[config.mk]
export PLATFORM = sky130hd
export DESIGN_NAME = ubx_frame_encoder
export DESIGN_NICKNAME = d
export VERILOG_FILES = /design/src/hdl/ubxfe_pkg.sv /design/src/hdl/ubx_frame_encoder.sv /design/src/hdl/ubxfe_front.sv /design/src/hdl/ubxfe_cmd_fifo.sv /design/src/hdl/ubxfe_back.sv
export SDC_FILE = /design/constraint.sdc
export NUM_CORES = 1
export LEC_CHECK = 0
export BUFFER_PORTS_ARGS = -buffer_cell sky130_fd_sc_hd__buf_2
export CAP_MARGIN = 20
export CORE_ASPECT_RATIO = 1.1
export CORE_UTILIZATION = 55
export CTS_CLUSTER_DIAMETER = 80
export DETAILED_ROUTE_END_ITERATION = 10
export GPL_TIMING_DRIVEN = 0
export HOLD_SLACK_MARGIN = 0.08
export PLACE_DENSITY = 0.73
export SYNTH_ARGS = -nofsm -noshare
export SYNTH_HDL_FRONTEND = slang
export SYNTH_HIERARCHICAL = 1
export SYNTH_SLANG_ARGS = --single-unit
[constraint.sdc]
create_clock -name i_clk -period 5.76 [get_ports i_clk]
set_input_delay 0.576 -clock i_clk [delete_from_list [all_inputs] [get_ports i_clk]]
set_output_delay 0.576 -clock i_clk [all_outputs]
set_load 0.005 [all_outputs]
[src/hdl/ubxfe_pkg.sv]
// Shared types and constants for the UBX frame encoder.
`default_nettype none
package ubxfe_pkg;

    localparam int CMD_DEPTH = 4;
    localparam int CMD_AW    = $clog2(CMD_DEPTH);
    localparam int CMD_CW    = $clog2(CMD_DEPTH + 1);

    localparam int OUT_DEPTH = 2;
    localparam int OUT_AW    = $clog2(OUT_DEPTH);
    localparam int OUT_CW    = $clog2(OUT_DEPTH + 1);

    localparam logic [7:0]  SYNC_FIRST  = 8'hB5;
    localparam logic [7:0]  SYNC_SECOND = 8'h62;
    localparam logic [15:0] LIMIT_RESET = 16'd512;

    localparam logic CMD_DATA  = 1'b0;
    localparam logic CMD_START = 1'b1;

    typedef struct packed {
        logic        cmd;
        logic [7:0]  msg_class;
        logic [7:0]  msg_id;
        logic [15:0] payload_length;
        logic [7:0]  data;
    } t_in_word;

    typedef struct packed {
        logic [7:0] out_byte;
        logic       run_last;
        logic       frame_end;
        logic       rejected;
    } t_out_word;

    typedef enum logic [1:0] {
        OP_START,
        OP_DATA,
        OP_REJECT
    } t_op;

    typedef struct packed {
        t_op         op;
        logic [7:0]  msg_class;
        logic [7:0]  msg_id;
        logic [15:0] len;
        logic [7:0]  data;
        logic        last;
    } t_cmd;

    typedef enum logic [3:0] {
        PH_SYNC1,
        PH_SYNC2,
        PH_CLASS,
        PH_ID,
        PH_LEN_LO,
        PH_LEN_HI,
        PH_PAYLOAD,
        PH_CK_A,
        PH_CK_B
    } t_phase;

endpackage
`default_nettype wire

[src/hdl/ubx_frame_encoder.sv]
// Top level of the UBX frame encoder.
// Takes one input word per cycle while full is low. A start word expands into up to nine
// output words (six header bytes, the first payload byte, CK_A and CK_B) and a payload
// word into one to three; the byte sequencer emits one output word per cycle while a
// command is queued and the output buffer has room, so the output side sets the rate. A
// four-entry command queue lets input words run ahead while a header is still being sent,
// and a two-entry output buffer holds finished words until popped. The limit register is
// written through the cfg channel, which is always ready; it resets to 512.
`default_nettype none
module ubx_frame_encoder (
    input  wire                   i_clk,
    input  wire                   i_rst_n,
    input  wire                   i_cfg_valid,
    output logic                  o_cfg_ready,
    input  wire  [15:0]           i_cfg_data,
    input  wire                   push,
    output logic                  full,
    input  ubxfe_pkg::t_in_word   i_in_word,
    output logic                  empty,
    input  wire                   pop,
    output ubxfe_pkg::t_out_word  o_out_word
);

    logic             cmd_push;
    ubxfe_pkg::t_cmd  cmd_in;
    logic             cmd_empty;
    ubxfe_pkg::t_cmd  cmd_head;
    logic             cmd_pop;
    logic             accept;

    assign o_cfg_ready = 1'b1;
    assign accept      = push && !full;

    ubxfe_front u_front (
        .i_clk       (i_clk),
        .i_rst_n     (i_rst_n),
        .i_cfg_valid (i_cfg_valid),
        .i_cfg_data  (i_cfg_data),
        .i_accept    (accept),
        .i_in_word   (i_in_word),
        .o_cmd_push  (cmd_push),
        .o_cmd       (cmd_in)
    );

    ubxfe_cmd_fifo u_cmd_fifo (
        .i_clk   (i_clk),
        .i_rst_n (i_rst_n),
        .i_push  (cmd_push),
        .i_cmd   (cmd_in),
        .o_full  (full),
        .i_pop   (cmd_pop),
        .o_empty (cmd_empty),
        .o_cmd   (cmd_head)
    );

    ubxfe_back u_back (
        .i_clk       (i_clk),
        .i_rst_n     (i_rst_n),
        .i_cmd_empty (cmd_empty),
        .i_cmd       (cmd_head),
        .o_cmd_pop   (cmd_pop),
        .o_empty     (empty),
        .i_pop       (pop),
        .o_out_word  (o_out_word)
    );

endmodule
`default_nettype wire

[src/hdl/ubxfe_front.sv]
// Front end: length check, frame tracking and command generation.
`default_nettype none
module ubxfe_front (
    input  wire                  i_clk,
    input  wire                  i_rst_n,
    input  wire                  i_cfg_valid,
    input  wire  [15:0]          i_cfg_data,
    input  wire                  i_accept,
    input  ubxfe_pkg::t_in_word  i_in_word,
    output logic                 o_cmd_push,
    output ubxfe_pkg::t_cmd      o_cmd
);

    logic [15:0] r_limit;
    logic        r_in_frame;
    logic [15:0] r_bytes_left;
    logic        n_in_frame;
    logic [15:0] n_bytes_left;

    always_comb begin
        n_in_frame         = r_in_frame;
        n_bytes_left       = r_bytes_left;
        o_cmd_push         = 1'b0;
        o_cmd.op           = ubxfe_pkg::OP_DATA;
        o_cmd.msg_class    = i_in_word.msg_class;
        o_cmd.msg_id       = i_in_word.msg_id;
        o_cmd.len          = i_in_word.payload_length;
        o_cmd.data         = i_in_word.data;
        o_cmd.last         = 1'b0;
        if (i_accept) begin
            if (i_in_word.cmd == ubxfe_pkg::CMD_START) begin
                o_cmd_push = 1'b1;
                if (i_in_word.payload_length > r_limit) begin
                    o_cmd.op     = ubxfe_pkg::OP_REJECT;
                    n_in_frame   = 1'b0;
                    n_bytes_left = '0;
                end else begin
                    o_cmd.op     = ubxfe_pkg::OP_START;
                    o_cmd.last   = (i_in_word.payload_length == 16'd1);
                    n_bytes_left = (i_in_word.payload_length == 16'd0) ? 16'd0
                                 : i_in_word.payload_length - 16'd1;
                    n_in_frame   = (i_in_word.payload_length > 16'd1);
                end
            end else if (r_in_frame && (r_bytes_left != 16'd0)) begin
                o_cmd_push   = 1'b1;
                o_cmd.op     = ubxfe_pkg::OP_DATA;
                o_cmd.last   = (r_bytes_left == 16'd1);
                n_bytes_left = r_bytes_left - 16'd1;
                n_in_frame   = (r_bytes_left != 16'd1);
            end else begin
                n_in_frame = 1'b0;
            end
        end
    end

    always_ff @(posedge i_clk) begin
        if (!i_rst_n) begin
            r_limit      <= ubxfe_pkg::LIMIT_RESET;
            r_in_frame   <= 1'b0;
            r_bytes_left <= '0;
        end else begin
            if (i_cfg_valid) begin
                r_limit <= i_cfg_data;
            end
            r_in_frame   <= n_in_frame;
            r_bytes_left <= n_bytes_left;
        end
    end

endmodule
`default_nettype wire

[src/hdl/ubxfe_cmd_fifo.sv]
// Command queue between the front end and the byte sequencer.
`default_nettype none
module ubxfe_cmd_fifo (
    input  wire              i_clk,
    input  wire              i_rst_n,
    input  wire              i_push,
    input  ubxfe_pkg::t_cmd  i_cmd,
    output logic             o_full,
    input  wire              i_pop,
    output logic             o_empty,
    output ubxfe_pkg::t_cmd  o_cmd
);

    ubxfe_pkg::t_cmd                  r_mem [ubxfe_pkg::CMD_DEPTH];
    logic [ubxfe_pkg::CMD_AW-1:0]     r_wr;
    logic [ubxfe_pkg::CMD_AW-1:0]     r_rd;
    logic [ubxfe_pkg::CMD_CW-1:0]     r_cnt;
    logic                             wr_en;
    logic                             rd_en;

    assign o_full  = (r_cnt == ubxfe_pkg::CMD_CW'(ubxfe_pkg::CMD_DEPTH));
    assign o_empty = (r_cnt == '0);
    assign o_cmd   = r_mem[r_rd];
    assign wr_en   = i_push && !o_full;
    assign rd_en   = i_pop && !o_empty;

    always_ff @(posedge i_clk) begin
        if (wr_en) begin
            r_mem[r_wr] <= i_cmd;
        end
    end

    always_ff @(posedge i_clk) begin
        if (!i_rst_n) begin
            r_wr  <= '0;
            r_rd  <= '0;
            r_cnt <= '0;
        end else begin
            if (wr_en) begin
                r_wr <= (r_wr == ubxfe_pkg::CMD_AW'(ubxfe_pkg::CMD_DEPTH - 1)) ? '0
                      : r_wr + ubxfe_pkg::CMD_AW'(1);
            end
            if (rd_en) begin
                r_rd <= (r_rd == ubxfe_pkg::CMD_AW'(ubxfe_pkg::CMD_DEPTH - 1)) ? '0
                      : r_rd + ubxfe_pkg::CMD_AW'(1);
            end
            r_cnt <= r_cnt + ubxfe_pkg::CMD_CW'(wr_en) - ubxfe_pkg::CMD_CW'(rd_en);
        end
    end

endmodule
`default_nettype wire

[src/hdl/ubxfe_back.sv]
// Byte sequencer with Fletcher checksum and output word buffer.
`default_nettype none
module ubxfe_back (
    input  wire                   i_clk,
    input  wire                   i_rst_n,
    input  wire                   i_cmd_empty,
    input  ubxfe_pkg::t_cmd       i_cmd,
    output logic                  o_cmd_pop,
    output logic                  o_empty,
    input  wire                   i_pop,
    output ubxfe_pkg::t_out_word  o_out_word
);

    ubxfe_pkg::t_phase               r_phase;
    logic                            r_mid;
    logic [7:0]                      r_sum_a;
    logic [7:0]                      r_sum_b;
    ubxfe_pkg::t_out_word            r_out_mem [ubxfe_pkg::OUT_DEPTH];
    logic [ubxfe_pkg::OUT_AW-1:0]    r_out_wr;
    logic [ubxfe_pkg::OUT_AW-1:0]    r_out_rd;
    logic [ubxfe_pkg::OUT_CW-1:0]    r_out_cnt;

    ubxfe_pkg::t_phase               phase;
    ubxfe_pkg::t_phase               n_phase;
    logic                            n_mid;
    logic [7:0]                      n_sum_a;
    logic [7:0]                      n_sum_b;
    logic                            fire;
    logic                            done;
    logic                            add;
    ubxfe_pkg::t_out_word            word;
    logic                            rd_en;

    assign fire      = !i_cmd_empty
                     && (r_out_cnt != ubxfe_pkg::OUT_CW'(ubxfe_pkg::OUT_DEPTH));
    assign o_cmd_pop = fire && done;
    assign o_empty   = (r_out_cnt == '0);
    assign o_out_word = r_out_mem[r_out_rd];
    assign rd_en     = i_pop && !o_empty;

    always_comb begin
        phase = r_mid ? r_phase
              : ((i_cmd.op == ubxfe_pkg::OP_DATA) ? ubxfe_pkg::PH_PAYLOAD
                                                  : ubxfe_pkg::PH_SYNC1);
        word           = '0;
        done           = 1'b0;
        add            = 1'b0;
        n_phase        = phase;
        if (i_cmd.op == ubxfe_pkg::OP_REJECT) begin
            word.rejected = 1'b1;
            done          = 1'b1;
        end else begin
            unique case (phase)
                ubxfe_pkg::PH_SYNC1: begin
                    word.out_byte = ubxfe_pkg::SYNC_FIRST;
                    n_phase       = ubxfe_pkg::PH_SYNC2;
                end
                ubxfe_pkg::PH_SYNC2: begin
                    word.out_byte = ubxfe_pkg::SYNC_SECOND;
                    n_phase       = ubxfe_pkg::PH_CLASS;
                end
                ubxfe_pkg::PH_CLASS: begin
                    word.out_byte = i_cmd.msg_class;
                    add           = 1'b1;
                    n_phase       = ubxfe_pkg::PH_ID;
                end
                ubxfe_pkg::PH_ID: begin
                    word.out_byte = i_cmd.msg_id;
                    add           = 1'b1;
                    n_phase       = ubxfe_pkg::PH_LEN_LO;
                end
                ubxfe_pkg::PH_LEN_LO: begin
                    word.out_byte = i_cmd.len[7:0];
                    add           = 1'b1;
                    n_phase       = ubxfe_pkg::PH_LEN_HI;
                end
                ubxfe_pkg::PH_LEN_HI: begin
                    word.out_byte = i_cmd.len[15:8];
                    add           = 1'b1;
                    n_phase       = (i_cmd.len == 16'd0) ? ubxfe_pkg::PH_CK_A
                                                         : ubxfe_pkg::PH_PAYLOAD;
                end
                ubxfe_pkg::PH_PAYLOAD: begin
                    word.out_byte = i_cmd.data;
                    add           = 1'b1;
                    n_phase       = ubxfe_pkg::PH_CK_A;
                    done          = !i_cmd.last;
                end
                ubxfe_pkg::PH_CK_A: begin
                    word.out_byte = r_sum_a;
                    n_phase       = ubxfe_pkg::PH_CK_B;
                end
                ubxfe_pkg::PH_CK_B: begin
                    word.out_byte  = r_sum_b;
                    word.frame_end = 1'b1;
                    done           = 1'b1;
                end
                default: begin
                    done = 1'b1;
                end
            endcase
        end
        word.run_last = done;

        n_sum_a = r_sum_a;
        n_sum_b = r_sum_b;
        n_mid   = r_mid;
        if (fire) begin
            n_mid = !done;
            if ((i_cmd.op == ubxfe_pkg::OP_START) && (phase == ubxfe_pkg::PH_SYNC1)) begin
                n_sum_a = '0;
                n_sum_b = '0;
            end else if (add) begin
                n_sum_a = r_sum_a + word.out_byte;
                n_sum_b = r_sum_b + n_sum_a;
            end
        end
    end

    always_ff @(posedge i_clk) begin
        if (fire) begin
            r_out_mem[r_out_wr] <= word;
        end
        if (fire && !done) begin
            r_phase <= n_phase;
        end
    end

    always_ff @(posedge i_clk) begin
        if (!i_rst_n) begin
            r_mid     <= 1'b0;
            r_sum_a   <= '0;
            r_sum_b   <= '0;
            r_out_wr  <= '0;
            r_out_rd  <= '0;
            r_out_cnt <= '0;
        end else begin
            r_mid   <= n_mid;
            r_sum_a <= n_sum_a;
            r_sum_b <= n_sum_b;
            if (fire) begin
                r_out_wr <= (r_out_wr == ubxfe_pkg::OUT_AW'(ubxfe_pkg::OUT_DEPTH - 1)) ? '0
                          : r_out_wr + 1'b1;
            end
            if (rd_en) begin
                r_out_rd <= (r_out_rd == ubxfe_pkg::OUT_AW'(ubxfe_pkg::OUT_DEPTH - 1)) ? '0
                          : r_out_rd + 1'b1;
            end
            r_out_cnt <= r_out_cnt + ubxfe_pkg::OUT_CW'(fire) - ubxfe_pkg::OUT_CW'(rd_en);
        end
    end

endmodule
`default_nettype wire

==> results_dict.tcl <==
set metrics [dict create \
    syn_avg_cell_area_um2 13.2 \
    arrival_ns 6.00 \
    min_period_over_period_pct 96.4 \
    cts_tree "built" \
    grt_max_degree 36 \
    yosysTopAreaCellShare_pct 46.9 \
    cp-end-kind "flip-flop" \
    antenna_cells 0 \
    syn_inst 960 \
    insertion_delay_ns 0.53 \
    via_count 8067 \
    finalSetupViolations 0 \
    crit_buf_inv 2 \
    finalClockSkew_ns 0.0201 \
    layout_min_cycle_time_ns 5.56 \
    overflow 0 \
    synthesis.area_um2 12700 \
    crit_path_top_delay_cell "or4b_2" \
    max_freq_mhz 180 \
    critPathMostFrequentCell "nor2_1" \
    die-area_um2 23600 \
    hp-class "in2reg" \
    htree_levels 1 \
    timing.slew.headroom_pct 27.1 \
    switching_share_pct 31.2 \
    ioPinCount 76 \
    postCtsHoldBufs 0 \
    clockBufferDepth 3 \
    crit_path_max_fanout 10 \
    cp_cell_sequence "buf_6 -> buf_12 -> mux4_2 -> nor3b_2 -> a21o_2 -> a222oi_1 -> a31oi_1 -> ha_1 -> fa_1 -> a21o_1 -> a21oi_2 -> o21bai_1 -> a21oi_1 -> xnor2_1 -> ha_2 -> nor2_1 -> nor2_2 -> o41ai_4 -> or4b_2 -> a32oi_1 -> a311o_1 -> nor2_1 -> a21boi_1" \
    synth_seq_cells 262 \
    status "complete, no violations" \
    power.total_mw 5.77 \
    wl_um 26900 \
    grt_pass1_wl_um 42400 \
    p_int_mw 3.97 \
    area_delta_synth_final_pct 12.4 \
    worstPathRequired_ns 6.20 \
    p_comb_share_pct 31.1 \
    worst_pin_slew_ns 1.08 \
    antenna_found_initial 0 \
    hpwl_um 18800 \
    first_iter_violations 669 \
    p_sw_mw 1.80 \
    die_height_um 161 \
    crit_type "reg2reg" \
    max_stage_delay_ns 0.63 \
    pwr-share-seq_pct 42.5 \
    die_x_um 147 \
    p_leak_nw 5.10 \
    yosysSeqAreaShare_pct 57.1 \
    ys_types 76 \
    portBuffers 48 \
    synth_edf_count 198 \
    synth_fp_nets 1069 \
    synth.largest_area_cell "edfxtp_1" \
    nets 1157 \
    nFillCells 1695 \
    hold_viol 0 \
    start_util_pct 56.7 \
    drive_gt1_share_pct 21.7 \
    clkTransAtPathRegs_ns 0.06 \
    firstDrtPassIters 6 \
    via_per_inst 5.92 \
    std_cell_rows 57 \
    slew_viol_final 0 \
    timing.critical_path.max_delay_family "compound AO/OA/AOI/OAI gates" \
    max-vdd-ir-drop_uv 255 \
    grt_util_all_layers_pct 23.1 \
    clock_sinks 262 \
    async_reset_ff_share_pct 0 \
    yosys_warnings 6 \
    ant_nets 0 \
    core_um2 22300 \
    p_clk_share_pct 26.4 \
    gp_congestion 0.908 \
    avgRoutedWirePerCell_um 19.7 \
    drc 0 \
    grt_pass1_vias 7822 \
    synth_area_leaders "edfxtp_1 (47%), dfxtp_1 (10%), mux4_2 (7.1%), ha_1 (4.3%), buf_4 (2.5%)" \
    power_density_nw_per_um2 405 \
    synth_ff_type "edfxtp_1" \
    crit_path_start_kind "flip-flop" \
    clk_root_buffer_cell "clkbuf_16" \
    cap_violations 0 \
    cts_buffers 26 \
    fin_hold_ws_ns 0.246 \
]
flip-flops by register name, indices dropped and copies added (netlist names), 3 cells and up, named ones only:
| register | cells |
|---|---|
| u_cmd_fifo/r_cnt | 3 |
| u_back/r_sum_b | 8 |
| u_cmd_fifo/r_mem | 172 |
| u_front/r_bytes_left | 16 |
| u_back/r_phase | 4 |
| u_back/r_sum_a | 8 |
| u_back/r_out_mem | 22 |
| u_front/r_limit | 16 |
per-stage QoR:
step           utilization [%]  TNS (ns)  instance area [um^2]  setup WS [ns]  instances
3_5_place_dp              59.9    -0.560                 13400         -0.560       1308
2_1_floorplan                -         0                 12700          0.706        960
6_report                  63.8         0                 14200          0.205       1362
4_1_cts                   63.5         0                 14200         0.0392       1355
3_3_place_gp              59.5    -0.412                 13300         -0.412       1303
5_1_grt                   63.8   -0.0760                 14200        -0.0760       1362
routing by layer:
layer,track usage [%],share of wire (%),vias to the layer above
met5,0,0,-
met4,7.95,2.8,0
met3,3.50,5.9,44
met2,40.1,50,279
met1,29.6,41,3959
li1,-,-,3785
power groups by stage:
stage	clock (mW)	sequential [mW]	combinational, mW
after floorplan	0	2.45	1.29
after global placement	0	2.48	1.69
after detailed placement	0	2.49	1.73
after CTS	1.56	2.45	1.76
after global routing	1.64	2.48	1.96
final	1.52	2.45	1.79
repair_timing:
action / CTS / global route
endpoints found under the setup margin: 1 / 1
buffers inserted: 1 / 7
pin swaps: 2 / 5
gates resized for setup: 6 / 4
layout by cell type, fill, tap and decap left out, types with 4 or more instances in the layout:
cell type	count
buf_2	59
or4_1	5
nand4_1	4
inv_1	44
o21ai_0	31
clkbuf_1	36
nor3_1	20
o211ai_1	7
mux2i_1	17
xor2_1	11
nand2_1	33
buf_4	52
buf_12	8
edfxtp_1	198
nor2_1	52
a22o_1	4
nand2b_1	5
a31oi_1	16
nand3_1	26
clkinv_1	4
o31ai_1	5
mux2_2	11
mux4_2	40
clkbuf_16	26
ha_1	43
a22oi_1	20
a21boi_0	5
nor4_1	12
dfxtp_1	64
a21o_1	5
a222oi_1	5
xnor2_1	27
and2_1	11
nor2b_1	27
a21oi_1	40
and2_2	4
path summary, 6_finish.rpt:
check,startpoint,slack [ns],to,cells after the start
worst max register to register,flip-flop,0.20,u_back/r_sum_b[7],23
worst min-delay path,i_in_word[3],0.25,u_cmd_fifo/r_mem[2][4],1
worst min register to register,u_front/r_limit[9],0.49,u_front/r_limit[9],2
worst max-delay path,flip-flop,0.20,u_back/r_sum_b[7],23
worst reg2reg max path: stages, from the launching register on:
cell      delay, ns
dfxtp_1        0.35
buf_6          0.14
buf_12         0.15
mux4_2         0.56
nor3b_2        0.22
a21o_2         0.28
a222oi_1       0.32
a31oi_1        0.17
ha_1           0.24
fa_1           0.43
a21o_1         0.20
a21oi_2        0.19
o21bai_1       0.09
a21oi_1        0.19
xnor2_1        0.12
ha_2           0.35
nor2_1         0.05
nor2_2         0.14
o41ai_4        0.15
or4b_2         0.63
a32oi_1        0.18
a311o_1        0.16
nor2_1         0.06
a21boi_1       0.13
cell families after synthesis:
family | after synthesis | synth area share [%]
AOI/OAI and AO/OA | 173 | 9.06
xor gates and xnor gates | 38 | 2.63
adders and majority gates | 47 | 4.82
buffers and inverters | 132 | 6.00
DFF | 262 | 57.1
muxes | 71 | 10.1
other | 1 | 0.0296
and+or+nand+nor | 236 | 10.3
synthesized netlist by cell type, types with 4 or more instances:
cell      number
a22o_1         4
a222oi_1       5
a21oi_1       41
buf_2         12
dfxtp_1       64
o31ai_1        5
nor2b_1       27
o21ai_0       31
xor2_1        11
nand2b_1       5
nand3_1       26
clkbuf_1      26
inv_1         44
mux2_2        11
a21o_1         6
nand2_1       33
edfxtp_1     198
mux4_2        40
nand4_1        4
a21boi_0       5
a22oi_1       20
or4_1          5
ha_1          44
mux2i_1       17
and2_1        15
buf_4         43
buf_12         4
nor3_1        20
o211ai_1       7
nor2_1        53
a31oi_1       17
xnor2_1       27
nor4_1        12
area by class of cell:
class                      count  area (um^2)  share of cell area (%)
sequential                   262         7230                    50.8
multi-input combinational    566         4720                    33.2
clock buffer                  40          723                    5.08
buffer                        87          594                    4.17
timing repair buffer          61          390                    2.74
tap                          295          369                    2.59
inverter                      44          165                    1.16
clock inverter                 7         43.8                   0.308
(Power assumes the default switching activity.)
